===== src/design/aerp_pkg.sv =====
// Shared types, relocation codes and constants for the ARM ELF relocation patch block.
`timescale 1ns / 1ps
`default_nettype none

package aerp_pkg;

    // ARM ELF relocation type numbers
    localparam logic [7:0] R_NONE       = 8'd0;
    localparam logic [7:0] R_PC24       = 8'd1;
    localparam logic [7:0] R_ABS32      = 8'd2;
    localparam logic [7:0] R_REL32      = 8'd3;
    localparam logic [7:0] R_THM_CALL   = 8'd10;
    localparam logic [7:0] R_GLOB_DAT   = 8'd21;
    localparam logic [7:0] R_JUMP_SLOT  = 8'd22;
    localparam logic [7:0] R_RELATIVE   = 8'd23;
    localparam logic [7:0] R_PLT32      = 8'd27;
    localparam logic [7:0] R_CALL       = 8'd28;
    localparam logic [7:0] R_JUMP24     = 8'd29;
    localparam logic [7:0] R_THM_JUMP24 = 8'd30;
    localparam logic [7:0] R_V4BX       = 8'd40;

    // Status codes
    localparam logic [1:0] ST_OK        = 2'd0;
    localparam logic [1:0] ST_NONE      = 2'd1;
    localparam logic [1:0] ST_THUMB_BAD = 2'd2;

    // Constant words
    localparam logic [31:0] V4BX_KEEP_MASK = 32'hf000000f;
    localparam logic [31:0] V4BX_SET_BITS  = 32'h01a0f000;
    localparam logic [31:0] THUMB_BIAS     = 32'h00ffffff;
    localparam logic [31:0] THUMB_SPAN     = 32'h01fffffe;
    localparam logic [31:0] WORD_ALL_ONES  = 32'hffffffff;

    // Relocation classes after decode
    typedef enum logic [2:0] {
        K_NONE  = 3'd0,
        K_SYM   = 3'd1,
        K_ABS   = 3'd2,
        K_REL   = 3'd3,
        K_ARMBR = 3'd4,
        K_V4BX  = 3'd5,
        K_THUMB = 3'd6
    } kind_t;

    // Second stage contents handed to the result formatter
    typedef struct packed {
        kind_t       kind;
        logic [31:0] stored;
        logic [31:0] sum;
    } fmt_in_t;

    // Formatted result
    typedef struct packed {
        logic [31:0] word;
        logic [1:0]  status;
    } fmt_out_t;

endpackage

`default_nettype wire


===== src/design/aerp_in_if.sv =====
// Input channel carrying one relocation per beat.
`timescale 1ns / 1ps
`default_nettype none

interface aerp_in_if;
    logic        valid;
    logic        ready;
    logic [7:0]  op;
    logic [31:0] place_address;
    logic [31:0] stored_word;
    logic [31:0] symbol_value;

    modport source (output valid, op, place_address, stored_word, symbol_value,
                    input ready);
    modport sink   (input valid, op, place_address, stored_word, symbol_value,
                    output ready);
endinterface

`default_nettype wire


===== src/design/aerp_out_if.sv =====
// Output channel carrying one patched word and status per beat.
`timescale 1ns / 1ps
`default_nettype none

interface aerp_out_if;
    logic        valid;
    logic        ready;
    logic [31:0] patched_word;
    logic [1:0]  status;

    modport source (output valid, patched_word, status, input ready);
    modport sink   (input valid, patched_word, status, output ready);
endinterface

`default_nettype wire


===== src/design/arm_elf_relocation_patch_top.sv =====
// Top level of the ARM ELF relocation patch pipeline.
//
// Usage: one relocation enters per beat on the item channel (type, place
// address P, stored word A, symbol value S); one beat leaves on the result
// channel with the patched word and a status (ok, unsupported type, or Thumb
// branch target bad). Beats come out in the order they went in.
// Pipeline: an accepted item passes through the three register stages:
// decode and S - P, the shared 32-bit add, and the result format stage,
// which is also the output register.
// Throughput: one item per cycle; a new item is taken every cycle while the
// result side keeps taking beats.
// Stall: each stage loads when it is empty or the stage after it moves, so a
// stalled receiver fills the pipe up to three items and then item.ready drops;
// nothing is lost or repeated. Bubbles are squeezed out under stall.
// Reset: rst_n clears all stage valid bits; the payload registers are not reset.
`timescale 1ns / 1ps
`default_nettype none

module arm_elf_relocation_patch_top
    import aerp_pkg::*;
(
    input  wire logic clk,
    input  wire logic rst_n,
    aerp_in_if.sink   item,
    aerp_out_if.source result
);

    // Stage valid bits
    logic v1_reg, v2_reg, v3_reg;
    logic ld1, ld2, ld3;

    // Stage 1 payload
    kind_t       kind1_reg, kind1_next;
    logic [31:0] a1_reg;
    logic [31:0] x1_reg, x1_next;
    logic [31:0] y1_reg, y1_next;

    // Stage 2 payload
    fmt_in_t     s2_reg, s2_next;

    // Stage 3 (output) payload
    fmt_out_t    fmt_res;
    fmt_out_t    out_reg;

    logic [31:0] diff;
    logic [31:0] arm_add;
    logic [24:0] thumb_off;
    logic        t_sg;

    // Stage load enables: load when empty or downstream moves
    assign ld3 = !v3_reg || result.ready;
    assign ld2 = !v2_reg || ld3;
    assign ld1 = !v1_reg || ld2;
    assign item.ready = ld1;

    // Stage 1: decode type, S - P, branch offset extraction
    always_comb
    begin
        diff    = item.symbol_value - item.place_address;
        arm_add = {{6{item.stored_word[23]}}, item.stored_word[23:0], 2'b00};
        t_sg    = item.stored_word[10];
        thumb_off = {t_sg,
                     ~(item.stored_word[29] ^ t_sg),
                     ~(item.stored_word[27] ^ t_sg),
                     item.stored_word[9:0],
                     item.stored_word[26:16],
                     1'b0};

        unique case (item.op) inside
            R_GLOB_DAT, R_JUMP_SLOT:            kind1_next = K_SYM;
            R_RELATIVE, R_ABS32:                kind1_next = K_ABS;
            R_REL32:                            kind1_next = K_REL;
            R_PC24, R_PLT32, R_CALL, R_JUMP24:  kind1_next = K_ARMBR;
            R_V4BX:                             kind1_next = K_V4BX;
            R_THM_CALL, R_THM_JUMP24:           kind1_next = K_THUMB;
            default:                            kind1_next = K_NONE;
        endcase

        // Operands for the shared adder
        case (kind1_next)
            K_SYM:
            begin
                x1_next = item.symbol_value;
                y1_next = '0;
            end
            K_ABS:
            begin
                x1_next = item.symbol_value;
                y1_next = item.stored_word;
            end
            K_REL:
            begin
                x1_next = diff;
                y1_next = item.stored_word;
            end
            K_ARMBR:
            begin
                x1_next = diff;
                y1_next = arm_add;
            end
            K_THUMB:
            begin
                x1_next = diff;
                y1_next = {{7{thumb_off[24]}}, thumb_off};
            end
            default:
            begin
                x1_next = '0;
                y1_next = '0;
            end
        endcase
    end

    // Stage 2: shared 32-bit add
    always_comb
    begin
        s2_next.kind   = kind1_reg;
        s2_next.stored = a1_reg;
        s2_next.sum    = x1_reg + y1_reg;
    end

    // Stage 3: format
    aerp_format u_format (
        .fin  (s2_reg),
        .fout (fmt_res)
    );

    // Valid bits
    always_ff @(posedge clk or negedge rst_n)
    begin
        if (!rst_n)
        begin
            v1_reg <= 1'b0;
            v2_reg <= 1'b0;
            v3_reg <= 1'b0;
        end
        else
        begin
            if (ld1)
            begin
                v1_reg <= item.valid;
            end
            if (ld2)
            begin
                v2_reg <= v1_reg;
            end
            if (ld3)
            begin
                v3_reg <= v2_reg;
            end
        end
    end

    // Payload registers
    always_ff @(posedge clk)
    begin
        if (ld1 && item.valid)
        begin
            kind1_reg <= kind1_next;
            a1_reg    <= item.stored_word;
            x1_reg    <= x1_next;
            y1_reg    <= y1_next;
        end
        if (ld2 && v1_reg)
        begin
            s2_reg <= s2_next;
        end
        if (ld3 && v2_reg)
        begin
            out_reg <= fmt_res;
        end
    end

    assign result.valid        = v3_reg;
    assign result.patched_word = out_reg.word;
    assign result.status       = out_reg.status;

    // Checks
    a_full_stall: assert property (@(posedge clk) disable iff (!rst_n)
        (v3_reg && !result.ready && v2_reg && v1_reg) |-> !item.ready)
        else $error("full pipe under stall still accepts");

    a_accept_fills: assert property (@(posedge clk) disable iff (!rst_n)
        (item.valid && item.ready) |=> v1_reg)
        else $error("accepted item missing in stage 1");

    a_none_zero: assert property (@(posedge clk) disable iff (!rst_n)
        (result.valid && result.status == ST_NONE) |-> (result.patched_word == '0))
        else $error("unsupported type with nonzero word");

    a_bad_ones: assert property (@(posedge clk) disable iff (!rst_n)
        (result.valid && result.status == ST_THUMB_BAD)
            |-> (result.patched_word == WORD_ALL_ONES))
        else $error("bad Thumb target without all-ones word");

endmodule

`default_nettype wire


===== src/design/aerp_format.sv =====
// Result formatter: per-class result select; re-encodes branch offsets, with a range check for Thumb.
`timescale 1ns / 1ps
`default_nettype none

module aerp_format
    import aerp_pkg::*;
(
    input  fmt_in_t  fin,
    output fmt_out_t fout
);

    logic [31:0] biased;
    logic        thumb_ok;
    logic        sg;
    logic        j1;
    logic        j2;
    logic [15:0] h0;
    logic [15:0] h1;

    // Thumb: odd target with signed value strictly inside +/- 2^24
    always_comb
    begin
        biased   = fin.sum + THUMB_BIAS;
        thumb_ok = fin.sum[0] && (biased <= THUMB_SPAN);
        sg       = fin.sum[24];
        j1       = sg ^ ~fin.sum[23];
        j2       = sg ^ ~fin.sum[22];
        h0       = {fin.stored[15:11], sg, fin.sum[21:12]};
        h1       = {fin.stored[31:30], j1, fin.stored[28], j2, fin.sum[11:1]};
    end

    // Per-class result select
    always_comb
    begin
        fout.word   = '0;
        fout.status = ST_OK;
        case (fin.kind)
            K_SYM, K_ABS, K_REL:
            begin
                fout.word = fin.sum;
            end
            K_ARMBR:
            begin
                fout.word = {fin.stored[31:24], fin.sum[25:2]};
            end
            K_V4BX:
            begin
                fout.word = (fin.stored & V4BX_KEEP_MASK) | V4BX_SET_BITS;
            end
            K_THUMB:
            begin
                if (thumb_ok)
                begin
                    fout.word = {h1, h0};
                end
                else
                begin
                    fout.word   = WORD_ALL_ONES;
                    fout.status = ST_THUMB_BAD;
                end
            end
            default:
            begin
                fout.word   = '0;
                fout.status = ST_NONE;
            end
        endcase
    end

endmodule

`default_nettype wire

===== src/flat_wrapper.sv =====
// flat-port wrapper written by rule: the top's interface ports become plain ports
module arm_elf_relocation_patch_top_flat import aerp_pkg::*;
  (clk, rst_n, item_valid, item_op, item_place_address, item_stored_word, item_symbol_value, item_ready, result_valid, result_patched_word, result_status, result_ready);
  aerp_in_if item_i ();
  aerp_out_if result_i ();
  input  wire logic clk;
  input  wire logic rst_n;
  input wire logic [$bits(item_i.valid)-1:0] item_valid;
  input wire logic [$bits(item_i.op)-1:0] item_op;
  input wire logic [$bits(item_i.place_address)-1:0] item_place_address;
  input wire logic [$bits(item_i.stored_word)-1:0] item_stored_word;
  input wire logic [$bits(item_i.symbol_value)-1:0] item_symbol_value;
  output wire logic [$bits(item_i.ready)-1:0] item_ready;
  output wire logic [$bits(result_i.valid)-1:0] result_valid;
  output wire logic [$bits(result_i.patched_word)-1:0] result_patched_word;
  output wire logic [$bits(result_i.status)-1:0] result_status;
  input wire logic [$bits(result_i.ready)-1:0] result_ready;
  assign item_i.valid = item_valid;
  assign item_i.op = item_op;
  assign item_i.place_address = item_place_address;
  assign item_i.stored_word = item_stored_word;
  assign item_i.symbol_value = item_symbol_value;
  assign item_ready = item_i.ready;
  assign result_valid = result_i.valid;
  assign result_patched_word = result_i.patched_word;
  assign result_status = result_i.status;
  assign result_i.ready = result_ready;
  arm_elf_relocation_patch_top u_core (.clk(clk), .rst_n(rst_n), .item(item_i), .result(result_i));
endmodule

===== config.mk =====
export PLATFORM = sky130hd
export DESIGN_NAME = arm_elf_relocation_patch_top_flat
export DESIGN_NICKNAME = d
export VERILOG_FILES = /design/src/design/aerp_pkg.sv /design/src/design/aerp_in_if.sv /design/src/design/aerp_out_if.sv /design/src/design/arm_elf_relocation_patch_top.sv /design/src/design/aerp_format.sv /design/src/flat_wrapper.sv
export SDC_FILE = /design/constraint.sdc
export NUM_CORES = 1
export LEC_CHECK = 0
export BUFFER_PORTS_ARGS = -buffer_cell sky130_fd_sc_hd__buf_2
export CAP_MARGIN = 15
export CORE_ASPECT_RATIO = 1.1
export CORE_MARGIN = 2
export CORE_UTILIZATION = 38
export CTS_CLUSTER_DIAMETER = 30
export DETAILED_ROUTE_END_ITERATION = 8
export GPL_ROUTABILITY_DRIVEN = 0
export GPL_TIMING_DRIVEN = 0
export SYNTH_ARGS = -nofsm -noshare
export SYNTH_HDL_FRONTEND = slang
export SYNTH_SLANG_ARGS = --single-unit

===== constraint.sdc =====
create_clock -name clk -period 7.7 [get_ports clk]
set_input_delay 1.155 -clock clk [delete_from_list [all_inputs] [get_ports clk]]
set_output_delay 1.155 -clock clk [all_outputs]
set_load 0.05 [all_outputs]

; ---- Yosys cells after proc, flatten, opt, wreduce, memory -nomap -nowiden
; Cells that the tools add are included.
[totals]
ff_bits = 203
inputBits = 108
output_inout_bits = 36
word_cells = 73
[classes]
addsub = 3
n_lt_le_gt_ge = 1
n_eq_ne = 23
mux = 7
bitwise = 8
n_reduce_logical = 19
[op_table]
columns = cell, count
row1 = $pmux W32 S4, 1
row2 = $pmux W32 S3, 1
row3 = $pmux W32 S2, 1
row4 = $eq A8 B5 Y1 const B, 7
row5 = $add A32 B24 Y32 const B, 1
row6 = $add A32 B32 Y32, 1
row7 = $le A32 B25 Y1 const B, 1
row8 = $mux W32, 1
row9 = $sub A32 B32 Y32, 1
row10 = $pmux W3 S6, 1
row11 = $eq A8 B2 Y1 const B, 2
row12 = $eq A3 B3 Y1 const B, 5
row13 = $eq A3 B2 Y1 const B, 4
row14 = $reduce_or A2 Y1, 5
row15 = $eq A8 B1 Y1 const B, 1
row16 = $eq A8 B4 Y1 const B, 1
row17 = $eq A8 B6 Y1 const B, 1
row18 = $eq A3 B1 Y1 const B, 2
row19 = $reduce_or A3 Y1, 2
row20 = $reduce_or A5 Y1, 1
row21 = $logic_and A1 B1 Y1, 4
row22 = $not A1 Y1, 4
row23 = $pmux W2 S2, 1
row24 = $reduce_or A4 Y1, 1
row25 = other kinds (4), 11

; ---- Depth between registers and ports, before layout
[depth]
depth_word = 6
ltp_mapped = 13
depth_no_buf = 13

; ---- By module
; Synthesis repeated with hierarchy kept, for this count alone.
[hier_totals]
cells_unflattened = 1142
hier_area_um2 = 12371.9
[by_module_without_submodules]
columns = module, instances, cells_each, area_each_um2
row1 = arm_elf_relocation_patch_top, 1, 838, 10458.8
row2 = aerp_format, 1, 304, 1913.1

; ---- Worst setup path before layout
; No wires, ideal clock.
[synth_path]
path_type = input to register
startpoint = in result_ready
endpoint = reg u_core.a1_reg[0], enable pin
arrival_ns = 3.651
required_time_ns = 7.249
path_slack_ns = 3.597
path_stages = 3
path_buffers = 0
path_cell_list = nor2b_1 nand3_1 and2_1
[synth_between]
elab_chain_len = 4
[synth_rtl]
columns = item, line
row1 = start: declaration, flat_wrapper.sv:17  ; input wire logic [$bits(result_i.ready)-1:0] result_ready;
row2 = $logic_or A1 B1 Y1, arm_elf_relocation_patch_top.sv:51  ; assign ld3 = !v3_reg || result.ready;
row3 = $logic_or A1 B1 Y1, arm_elf_relocation_patch_top.sv:52  ; assign ld2 = !v2_reg || ld3;
row4 = $logic_or A1 B1 Y1, arm_elf_relocation_patch_top.sv:53  ; assign ld1 = !v1_reg || ld2;
row5 = via item_ready, flat_wrapper.sv:13  ; output wire logic [$bits(item_i.ready)-1:0] item_ready;
row6 = $logic_and A1 B1 Y1, arm_elf_relocation_patch_top.sv:157  ; if (ld1 && item.valid)
row7 = end signal: assignment, arm_elf_relocation_patch_top.sv:160  ; a1_reg <= item.stored_word;
row8 = end: declaration, arm_elf_relocation_patch_top.sv:34  ; logic [31:0] a1_reg;
; The timed path passes the listed nets, and every way through them passes these cells.
; A chain may end at the register's enable or synchronous reset.

==> impl_summary.md <==
Synthesis
The number of nets in the synthesized netlist is 1211. The share of flip-flops with an asynchronous set or reset is 1.734%. The post-synthesis cell type count is 77. During synthesis, Yosys emitted a total of 0 warnings. Summing every instance area after synthesis gives 10820 µm².

Sorting the synthesized cells by area gives the leading types as sky130_fd_sc_hd__edfxtp_1 (47%), sky130_fd_sc_hd__ha_1 (7.6%), sky130_fd_sc_hd__nand2_1 (3.6%). The proportion of netlist area held by the largest area contributor is 47.18%. Sequential cells were found to cover 47.88% of the synthesized design area. The cell accounting for the most synthesized area is sky130_fd_sc_hd__edfxtp_1. In the synthesized netlist the dominant register cell turns out to be sky130_fd_sc_hd__edfxtp_1. The average cell area after synthesis is 10.45 µm². The synthesized netlist cell count is 1035. The number of synthesized register bits is 173. Counting flops with a built-in enable in the synthesized netlist gives 170.

Finish
Summing all multi-input logic gate instances after layout gives 5171 µm². The proportion of layout cells with a drive suffix above 1 is 17.11%. The area growth from synthesis to layout is 16.73%. The sequential cells in the finished layout cover a total of 5180 µm². The most common cell after layout, fill and taps aside is sky130_fd_sc_hd__edfxtp_1. The number of flip-flops in the largest register is 52. The total inserted antenna cells is 0.

In the layout the commonest cells are sky130_fd_sc_hd__edfxtp_1 (170), sky130_fd_sc_hd__buf_2 (142), sky130_fd_sc_hd__nand2_1 (105), sky130_fd_sc_hd__inv_1 (79), sky130_fd_sc_hd__ha_1 (66). The layout has 2659 filler cells. The core occupancy in the finished layout is 45.19%. The number of nets at the end of the flow is 1373.

Global route
The first global-routing pass estimated 42920 µm of wire. Entering global routing, the biggest net connects 49 pins. The global-route usage over all layers is 18.46%. The met1 demand-to-capacity share in global routing is 24.61%. The met3 routing resource usage after global routing is 3.444%. The initial antenna violation count was 3. The busiest layer in global routing is met2.

For met2 alone, demand over resource in global routing was 29.72%. The total overflow reported by the global router is 0. The number of global-route vias before repair is 8038.

Worst setup path
The number of buffer and inverter stages on the critical path is 2. The most frequent cell on the critical path is sky130_fd_sc_hd__a21oi_1. Counting cells, the worst reg-to-reg path comes to 12. The signal on the critical path passes through inv_1 -> ha_1 -> or4b_1 -> nor4_1 -> a41oi_1 -> a21oi_1 -> a21oi_1 -> nor3_1 -> o2111ai_1 -> buf_2 -> o221ai_1 -> nand2_1. The setup slack on the worst flop-to-flop path is 3340 ps. The cell at the slowest stage of the critical path is sky130_fd_sc_hd__nor4_1.

Data arrives at the worst endpoint at 4540 ps. The top fanout value on the critical path is 10. Grouping stages by cell kind, the critical path spends the most delay in simple AND/OR/NAND/NOR gates. The worst path required time is 7880 ps. The sort of element at the start of the critical path is a flip-flop. In this run the worst setup path begins at u_core.s2_reg[0].

The critical path's largest stage delay is 700 ps. The setup path with the least slack is of type flip-flop to flip-flop. The endpoint type of the worst setup path is a flip-flop. The launching point of the worst reg2reg path is u_core.s2_reg[0]. In this run the critical register-to-register path is captured at u_core.result.patched_word[25].

Routing
The detail route stage leaves a number of antenna-violating nets equal to 0. The mean routed wirelength per cell is 17.46 µm. After detailed routing, the number of remaining DRC violations is 0. The total wire length after detailed routing is 27470 µm. Using the TritonRoute via totals, the vias-per-cell ratio works out to 5.489. The first routing iteration left 895 violations. The total number of vias is 8634. The first-pass iteration count of the detailed router is 7.

STA
At the pin with the least slew margin, the transition time is 880.8 ps. Setup repair after global routing left no endpoint under its margin. Setup violations remaining at the end of the flow were counted as 0. The relative slew slack is 40.74%. Across the routed clock network, the largest skew measured is 12.07 ps.

Adding up every negative setup slack in the final design gives 0 ps. The final count of pins violating max slew came to 0. The count of endpoints failing hold in the final timing report is 0. The final-layout worst hold slack is 420.9 ps.

The share of the cycle needed by the critical path after routing is 56.57%. The final period demand of the worst path is 4356 ps. Based on the critical path, the design can be clocked at up to 0.2296 GHz.

Clocking
The later pin in the worst-skew pair is clocked with a latency of 430 ps. The maximum root-to-sink buffer count is 2. The number of hold-repair buffers added at the cts stage is 0.

In this run the number of H-tree levels came out at 4. After clock tree synthesis, the setup repair step added 0 buffers. Clock tree synthesis found a total of 173 sinks. After clock tree synthesis, the clock-pin slew on the worst setup and hold paths is 70 ps. The total clock buffers created by CTS is 17. TritonCTS built the clock tree. The clock root buffer is sky130_fd_sc_hd__clkbuf_16. The number of gates resized after cts is 0.

Min path
The worst min-delay path class is flip-flop to flip-flop. The number of cells on the worst hold path is 0. For hold timing, the worst endpoint is u_core.s2_reg[45]. The startpoint of the worst hold path is u_core.a1_reg[13].

Power and ir drop
The power after layout is 2.731 mW. For this design the static power due to leakage is 5.355 nW. The largest vdd supply drop is 0.1495 mV.

The power density over the cells is 216.3 nW/µm².

Floorplan
The overall die area is 29840 µm². The vertical extent of the die is 181.0 µm. The initialized floorplan defines 64 standard-cell rows.

The region available for standard cell placement spans 27950 µm². For this configuration, the core starts out at a cell density of 38.71%. In this run the count of I/O pins placed on the die edge is 144.

From left edge to right edge, the die measures 164.9 µm.

Placed design
Input and output buffers added on the ports amount to 140. Detailed placement ended at an HPWL of 21260 µm.

Run
The max capacitance violation total is 0.

Outcome
The flow ran to the end, and the final reports show no timing, DRC or antenna violations.
==> final cells by class <==
| class | instances | area share [%] |
|---|---|---|
| Sequential cell | 173 | 41.01 |
| Tap cell | 363 | 3.596 |
| Multi-Input combinational cell | 741 | 40.95 |
| Timing Repair Buffer | 143 | 6.043 |
| Clock buffer | 18 | 3.398 |
| Buffer | 41 | 1.357 |
| Inverter | 80 | 2.378 |
| Clock inverter | 14 | 1.268 |
==> cell usage after synthesis, drive strengths merged (5+ instances only) <==
| cell | n |
|---|---|
| edfxtp | 170 |
| nand2 | 105 |
| inv | 80 |
| ha | 66 |
| o21ai | 66 |
| a21oi | 57 |
| nor2 | 45 |
| xnor2 | 44 |
| clkbuf | 35 |
| a21o | 32 |
| a222oi | 27 |
| xor2 | 25 |
| nor2b | 18 |
| nand2b | 17 |
| nor3 | 17 |
| and3 | 16 |
| o221ai | 16 |
| nand3 | 15 |
| or3 | 14 |
| a31oi | 13 |
| a211oi | 12 |
| o21bai | 11 |
| and2 | 10 |
| or2 | 10 |
| a22o | 7 |
| o22ai | 7 |
| buf | 6 |
| o21a | 6 |
| a221oi | 5 |
| a31o | 5 |
| nor4 | 5 |
| o31ai | 5 |
==> cells by family (layout without fill, tap and decap cells) <==
| family | Yosys count | count (layout) | synth area share (%) |
|---|---|---|---|
| multiplexers | 4 | 4 | 0.3932 |
| buffers and inverters | 121 | 296 | 4.360 |
| flip-flops | 173 | 173 | 47.88 |
| AO/OA/AOI/OAI | 308 | 308 | 20.04 |
| adder cells (fa/ha/maj) | 68 | 68 | 8.003 |
| AND/OR/NAND/NOR | 292 | 292 | 13.74 |
| XOR/XNOR | 69 | 69 | 5.586 |
==> power by group <==
| group | switching, mW | total [mW] | internal (mW) |
|---|---|---|---|
| Combinational | 0.410 | 0.647 | 0.238 |
| Sequential | 0.0653 | 1.22 | 1.16 |
| Clock | 0.376 | 0.860 | 0.484 |
| Total | 0.851 | 2.73 | 1.88 |
==> layer usage <==
layer / vias up / part of all wire, %
li1: 4248 / -
met1: 3978 / 44
met2: 342 / 46
met3: 60 / 6.9
met4: 6 / 2.9
met5: - / 0.14
==> metrics by stage <==
stage	cell area, µm²	instances	setup slack [ps]
2_1_floorplan	10820	1035	3597
3_3_place_gp	11970	1538	2957
3_5_place_dp	12040	1541	3140
4_1_cts	12630	1573	3400
5_1_grt	12630	1573	3021
6_report	12630	1573	3344
==> worst max path at each step <==
stage | endpoint | slack, ps | cells after the start
final | u_core.result.patched_word[25] | 3340 | 12
after global routing | u_core.result.patched_word[25] | 3020 | 12
after CTS | u_core.result.patched_word[25] | 3400 | 11
after detailed placement | u_core.x1_reg[30] | 3140 | 13
after global placement | u_core.x1_reg[31] | 2960 | 4
after floorplan | u_core.a1_reg[0] | 3600 | 3
==> worst register-to-register path, cell delays in order (launching register included) <==
cell                        delay, ps
sky130_fd_sc_hd__edfxtp_1         510
sky130_fd_sc_hd__inv_1            200
sky130_fd_sc_hd__ha_1             240
sky130_fd_sc_hd__or4b_1           520
sky130_fd_sc_hd__nor4_1           700
sky130_fd_sc_hd__a41oi_1          280
sky130_fd_sc_hd__a21oi_1          180
sky130_fd_sc_hd__a21oi_1           60
sky130_fd_sc_hd__nor3_1           300
sky130_fd_sc_hd__o2111ai_1        460
sky130_fd_sc_hd__buf_2            350
sky130_fd_sc_hd__o221ai_1         220
sky130_fd_sc_hd__nand2_1           90
Power figures use the tool's default switching activity.
